[src/lph_pkg.sv]
`timescale 1ns / 1ps

package lph_pkg;

  localparam int unsigned SLOT_COUNT_DEF = 1024;
  localparam int unsigned KEY_W          = 64;
  localparam int unsigned VALUE_W        = 64;
  localparam int unsigned MODE_W         = 2;
  localparam int unsigned STATUS_W       = 3;
  localparam int unsigned ENTRY_COUNT_W  = 11;
  localparam int unsigned MARK_W         = 2;

  // avalanche mix constants
  localparam logic [63:0] MIX_C1    = 64'hff51afd7ed558ccd;
  localparam logic [63:0] MIX_C2    = 64'hc4ceb9fe1a85ec53;
  localparam int unsigned MIX_SHIFT = 33;

  localparam logic [MODE_W-1:0] MODE_INSERT = 2'd0;
  localparam logic [MODE_W-1:0] MODE_LOOKUP = 2'd1;
  localparam logic [MODE_W-1:0] MODE_REMOVE = 2'd2;

  localparam logic [MARK_W-1:0] MARK_EMPTY = 2'd0;
  localparam logic [MARK_W-1:0] MARK_USED  = 2'd1;
  localparam logic [MARK_W-1:0] MARK_TOMB  = 2'd2;

  localparam logic [STATUS_W-1:0] ST_INSERTED  = 3'd0;
  localparam logic [STATUS_W-1:0] ST_UPDATED   = 3'd1;
  localparam logic [STATUS_W-1:0] ST_FOUND     = 3'd2;
  localparam logic [STATUS_W-1:0] ST_NOT_FOUND = 3'd3;
  localparam logic [STATUS_W-1:0] ST_REMOVED   = 3'd4;
  localparam logic [STATUS_W-1:0] ST_IGNORED   = 3'd5;
  localparam logic [STATUS_W-1:0] ST_FULL      = 3'd6;

  typedef struct packed {
    logic                latch;
    logic                hash_start;
    logic                load_home;
    logic                rd;
    logic                step;
    logic                rec_tomb;
    logic                wr;
    logic                wr_sel_tomb;
    logic [MARK_W-1:0]   wr_mark;
    logic                wr_zero_data;
    logic                clr;
    logic                finish;
    logic [STATUS_W-1:0] status;
    logic                show_data;
    logic                cnt_inc;
    logic                cnt_dec;
  } lph_cmd_t;

  typedef struct packed {
    logic              in_ignore;
    logic [MODE_W-1:0] mode;
    logic              hash_done;
    logic              mark_empty;
    logic              used_match;
    logic              tomb_avail;
    logic              probe_last;
    logic              clr_last;
  } lph_stat_t;

endpackage

[src/lph_ctrl.sv]
`timescale 1ns / 1ps

module lph_ctrl
  import lph_pkg::*;
(
  input  logic      clk_i,
  input  logic      rst_ni,
  input  logic      start,
  output logic      busy,
  input  lph_stat_t stat_i,
  output lph_cmd_t  cmd_o
);

  typedef enum logic [2:0] {
    S_CLEAR,
    S_IDLE,
    S_HASH,
    S_READ,
    S_EVAL
  } state_e;

  state_e state_q, state_d;
  logic   busy_q;

  always_comb begin
    state_d = state_q;
    cmd_o   = '0;
    unique case (state_q)
      S_CLEAR: begin
        cmd_o.clr = 1'b1;
        if (stat_i.clr_last) begin
          state_d = S_IDLE;
        end
      end
      S_IDLE: begin
        if (start) begin
          if (stat_i.in_ignore) begin
            cmd_o.finish = 1'b1;
            cmd_o.status = ST_IGNORED;
          end else begin
            cmd_o.latch      = 1'b1;
            cmd_o.hash_start = 1'b1;
            state_d          = S_HASH;
          end
        end
      end
      S_HASH: begin
        if (stat_i.hash_done) begin
          cmd_o.load_home = 1'b1;
          state_d         = S_READ;
        end
      end
      S_READ: begin
        cmd_o.rd = 1'b1;
        state_d  = S_EVAL;
      end
      S_EVAL: begin
        state_d = S_IDLE;
        if (stat_i.mode == MODE_INSERT) begin
          cmd_o.wr_mark = MARK_USED;
          if (stat_i.mark_empty) begin
            // first tombstone passed wins over the empty slot
            cmd_o.wr          = 1'b1;
            cmd_o.wr_sel_tomb = 1'b1;
            cmd_o.cnt_inc     = 1'b1;
            cmd_o.finish      = 1'b1;
            cmd_o.status      = ST_INSERTED;
          end else if (stat_i.used_match) begin
            cmd_o.wr     = 1'b1;
            cmd_o.finish = 1'b1;
            cmd_o.status = ST_UPDATED;
          end else if (stat_i.probe_last) begin
            cmd_o.finish = 1'b1;
            if (stat_i.tomb_avail) begin
              cmd_o.wr          = 1'b1;
              cmd_o.wr_sel_tomb = 1'b1;
              cmd_o.cnt_inc     = 1'b1;
              cmd_o.status      = ST_INSERTED;
            end else begin
              cmd_o.status = ST_FULL;
            end
          end else begin
            cmd_o.step     = 1'b1;
            cmd_o.rec_tomb = 1'b1;
            state_d        = S_READ;
          end
        end else begin
          if (stat_i.used_match) begin
            cmd_o.finish = 1'b1;
            if (stat_i.mode == MODE_REMOVE) begin
              cmd_o.wr           = 1'b1;
              cmd_o.wr_mark      = MARK_TOMB;
              cmd_o.wr_zero_data = 1'b1;
              cmd_o.cnt_dec      = 1'b1;
              cmd_o.status       = ST_REMOVED;
            end else begin
              cmd_o.show_data = 1'b1;
              cmd_o.status    = ST_FOUND;
            end
          end else if (stat_i.mark_empty || stat_i.probe_last) begin
            cmd_o.finish = 1'b1;
            cmd_o.status = ST_NOT_FOUND;
          end else begin
            cmd_o.step = 1'b1;
            state_d    = S_READ;
          end
        end
      end
      default: state_d = S_IDLE;
    endcase
  end

  always_ff @(posedge clk_i or negedge rst_ni) begin
    if (!rst_ni) begin
      state_q <= S_CLEAR;
      busy_q  <= 1'b1;
    end else begin
      state_q <= state_d;
      busy_q  <= (state_d != S_IDLE);
    end
  end

  assign busy = busy_q;

endmodule

[config.mk]
export PLATFORM = sky130hd
export DESIGN_NAME = lph_ctrl
export DESIGN_NICKNAME = d
export VERILOG_FILES = /design/src/lph_pkg.sv /design/src/lph_ctrl.sv
export SDC_FILE = /design/constraint.sdc
export NUM_CORES = 1
export LEC_CHECK = 0
export BUFFER_PORTS_ARGS = -buffer_cell sky130_fd_sc_hd__buf_4
export CAP_MARGIN = 20
export CORE_AREA = 2 2 39 41
export CTS_BUF_LIST = sky130_fd_sc_hd__clkbuf_4 sky130_fd_sc_hd__clkbuf_8
export CTS_CLUSTER_DIAMETER = 100
export CTS_CLUSTER_SIZE = 40
export DETAILED_ROUTE_END_ITERATION = 12
export DIE_AREA = 0 0 41 43
export HOLD_SLACK_MARGIN = 0.05
export PLACE_DENSITY = 0.8
export SLEW_MARGIN = 20
export SYNTH_ARGS = -nofsm -noshare
export SYNTH_HDL_FRONTEND = slang
export SYNTH_SLANG_ARGS = --single-unit
[constraint.sdc]
create_clock -name clk_i -period 2 [get_ports clk_i]
set_input_delay 0.4 -clock clk_i [delete_from_list [all_inputs] [get_ports clk_i]]
set_output_delay 0.4 -clock clk_i [all_outputs]
set_load 0.05 [all_outputs]
### Word level (Yosys, flattened, before mapping)

Cells that the tools add are included.

| operators by class | value |
|---|---|
| muxes and demuxes | 60 |
| reduce and logical (&&, ||, !) cells | 3 |
| equality and inequality tests | 6 |

Operators with widths:

| cell | number |
|---|---|
| $mux 3 | 11 |
| $mux 4 | 8 |
| $mux 2 | 14 |
| $mux 1 | 24 |
| $pmux 3 s5 | 1 |
| $pmux 4 s2 | 1 |
| $mux 7 | 1 |
| $eq 3x2->1 const B | 2 |
| $eq 3x1->1 const B | 1 |
| $eq 3x3->1 const B | 1 |
| $logic_not 3->1 | 1 |
| $ne 3x1->1 const B | 1 |
| $eq 2x2->1 const B | 1 |
| $logic_not 2->1 | 1 |
| $logic_or 1x1->1 | 1 |

| word-level totals | value |
|---|---|
| bits in registers | 4 |
| input port bits | 12 |
| output and inout bits | 20 |
| logic and storage cells | 71 |

### Longest topological paths before layout

| depth | value |
|---|---|
| word-level depth | 6 |
| mapped depth | 5 |
| gate-level depth less buffers | 3 |

### Worst setup path after synthesis

Ideal clock, no wire load.

| timing | value |
|---|---|
| path type | register -> output |
| from | register state_q[1] |
| to | output cmd_o[11] in the netlist's numbering |
| path slack | -0.561 ns |
| buffers on the path | 2 |
| data arrival time | 2.161 ns |
| stages on the path, launching flop included | 6 |
| data required time | 1.600 ns |
| cell sequence | dfrtp_1 > or3b_1 > buf_6 > nor3_4 > and2b_1 > buf_4 |

RTL lines:

| element | RTL line | RTL |
|---|---|---|
| start, declared | lph_ctrl.sv:22 | `state_e state_q, state_d;` |
| start signal, assigned | lph_ctrl.sv:118 | `state_q <= state_d;` |
| end, declared | lph_ctrl.sv:11 | `output lph_cmd_t cmd_o` |

==> reports/summary.txt <==
Status = finished, final reports clean
Crit path max-delay cell type = or3b_4
Core Area = 1380 um^2
DP HPWL = 954 um
Fin util = 59.5%
Antenna cell count = 0
Synth area leader = dfrtp_1
Crit. End Element = output pin
Crit-path cells = or3b_4, nor2_2, and3_4, buf_8
Die width = 41 um
CP arrival = 1.60 ns
Remaining DRCs = 0
GR peak layer = met2
M2 GR Usage = 28.4%
Met1 usage = 17.6%
# IOs = 32
Worst min path class = in2async
CTS tree = done
Layout Nets = 102
Period utilization = 99.9%
Clk sinks = 4
Vias = 531
Top post-synthesis cells by area = dfrtp_1 (17%), buf_4 (6.8%), dfstp_2 (5.9%)
Ys flop type = dfrtp_1
Yosys cell types = 32
RSZ-0062 raised after global routing = true
Largest net degree at the start of global routing = 9
Share of the synthesized area in the top cell type = 16.9%
TNS Setup = 0 ns
Number of global-route vias before repair = 496
#FFs+latches synth = 4
First-pass GRT wire length = 1.97 mm
Vias per Instance = 5.06
Final Skew = 0.00988 ns
CTS Buf Count = 3
Slew at the pin closest to its max-slew limit = 0.443 ns
Max Cap Violations = 0
Post-Syn Instances = 54
Peak VDD IR = 0.624 mV
Post-DP Area = 691 um^2
GRT Util Overall = 16.1%
Crit path launch type = flop
DIE HEIGHT = 43 um
Starting DRT DRC Count = 4
Setup CP Type = reg2out
CTS H-Tree Depth = 1
First-pass iteration count of the detailed router = 4
Async SR Flop Fraction = 100%
WL/cell = 12.8 um
CP max FO = 7
Syn nets = 66
Yosys warnings = 0
Area Growth Syn to Fin = 85.9%
Worst-Skew Late Latency = 0.25 ns
Final Hold Viols = 0
GP Congestion = 0.659
Antenna Violating Nets Remaining = 0
Final slew viol count = 0
Worst Hold Slack = 0.483 ns
Post-route cell area = 823 um^2
Period minus WS final = 2.00 ns
Leakage power = 0.414 nW
Post-synth EDFFs = 0
Total die area = 1760 um^2
Remaining Overflow, GRT = 0
Post-Syn Area = 443 um^2
FP Rows = 14
Rel. slew slack = 70.3%
Routed wire length = 1.35 mm
Initial core utilization = 32.0%
Fillcell total = 133
Worst Path Required = 1.60 ns
Clk Tree Root Cell = clkbuf_4
Post-synthesis sequential area ratio = 22.9%
Max Fclk = 500 MHz
Longest Clk Path Bufs = 2
Fraction of layout cells with a size suffix above 1 = 61.8%
Final setup fails = 0
Max incr delay on CP = 0.46 ns
M3 GR Usage = 1.57%
Initial antenna violation count = 0
Mean Syn Cell Area = 8.20 um^2
PD cells = 1150 nW/um^2
Port Buffers = 31
Reg clk slew, reported paths = 0.05 ns
[worst paths after layout]
| kind | startpoint | to | slack, ns | cells after the start |
|---|---|---|---|---|
| min reg2reg | state_q[2] | busy | 0.64 | 2 |
| max | state_q[1] | cmd_o[10] | 0.002 | 4 |
| min in group clk_i | stat_i[5] | state_q[0] | 0.51 | 3 |
| min | rst_ni | state_q[2] | 0.48 | 2 |
| max in group asynchronous | rst_ni | busy | 1.31 | 2 |
| max reg2reg | state_q[0] | busy | 0.65 | 4 |
[through the flow]
stage               instances  setup slack (ns)  total power [mW]
floorplan                  54            -0.374             0.563
detailed placement         98             0.123             0.748
global route              105           -0.0578             0.995
CTS                       104           -0.0219             0.915
finish                    105           0.00164             0.948
global placement           98             0.145             0.740
[cell families after synthesis]
group / count (synthesis) / synth area share (%)
AND/OR/NAND/NOR: 26 / 39.0
AO/OA/AOI/OAI: 13 / 21.8
buffers and inverters: 10 / 13.8
flip-flops: 4 / 22.9
multiplexers: 1 / 2.54
[cells in the mapped netlist (2+ instances only)]
master,count
nor2_1,6
buf_4,4
inv_1,4
and3_1,3
dfrtp_1,3
nand2b_1,3
o21ai_0,3
a21oi_1,2
nand2_1,2
nor3_1,2
[sequential cells by signal, summed over array words and instances (netlist names)]
register,count
busy,1
state_q,3
[per-layer routing]
layer  routed length [um]  vias up
met4                    0        0
li1                     -      259
met5                    0        -
met2                  782       27
met3                  109        0
met1                  453      245
[worst max-delay path: cells and delay by family (launching register included)]
kind                   cells  cell delay, ns
and+or+nand+nor            3            0.83
DFF                        1            0.38
buffers and inverters      1            0.15
[power by group]
group / switching [mW] / leakage [nW] / internal, mW / total [mW]
logic: 0.426 / 0.347 / 0.249 / 0.675
clock network: 0.0404 / 0.0184 / 0.0889 / 0.129
registers: 0.0169 / 0.0483 / 0.126 / 0.143
[cells in the final DEF, fill, tap and decap left out, drive strengths merged]
cell type and instances:
buf 36, nor2 6, inv 4, clkbuf 4, nand2b 4, nor3 4, dfrtp 3, and3 3
o21ai 3, a21oi 2, nand2 2, nor2b 1, a311oi 1, or3b 1, nor4bb 1, o41ai 1
a31oi 1, and2b 1, and2 1, o211ai 1, o21bai 1, mux2 1, and3b 1, nand3b 1
o311ai 1, a211oi 1, o2111ai 1, dfstp 1, dlygate4sd3 1
[area by class of cell]
| class | count | area, um^2 | area share, % |
|---|---|---|---|
| well taps | 16 | 20.0 | 2.43 |
| clock buffers | 4 | 30.0 | 3.65 |
| repair buffers | 37 | 329 | 40.0 |
| multi-input cells | 40 | 328 | 39.8 |
| inverters | 4 | 15.0 | 1.82 |
| flip-flops and latches | 4 | 101 | 12.3 |
[timing repair]
| item | in CTS | in global routing |
|---|---|---|
| hold endpoints to repair | 3 | 0 |
| endpoints found under the setup margin | 12 | 12 |
| pin swaps | 0 | 3 |
| buffers inserted | 1 | 1 |
| resized for setup | 6 | 14 |
| hold buffers | 1 | 0 |
Note: power is estimated with default switching activity, not from simulation.
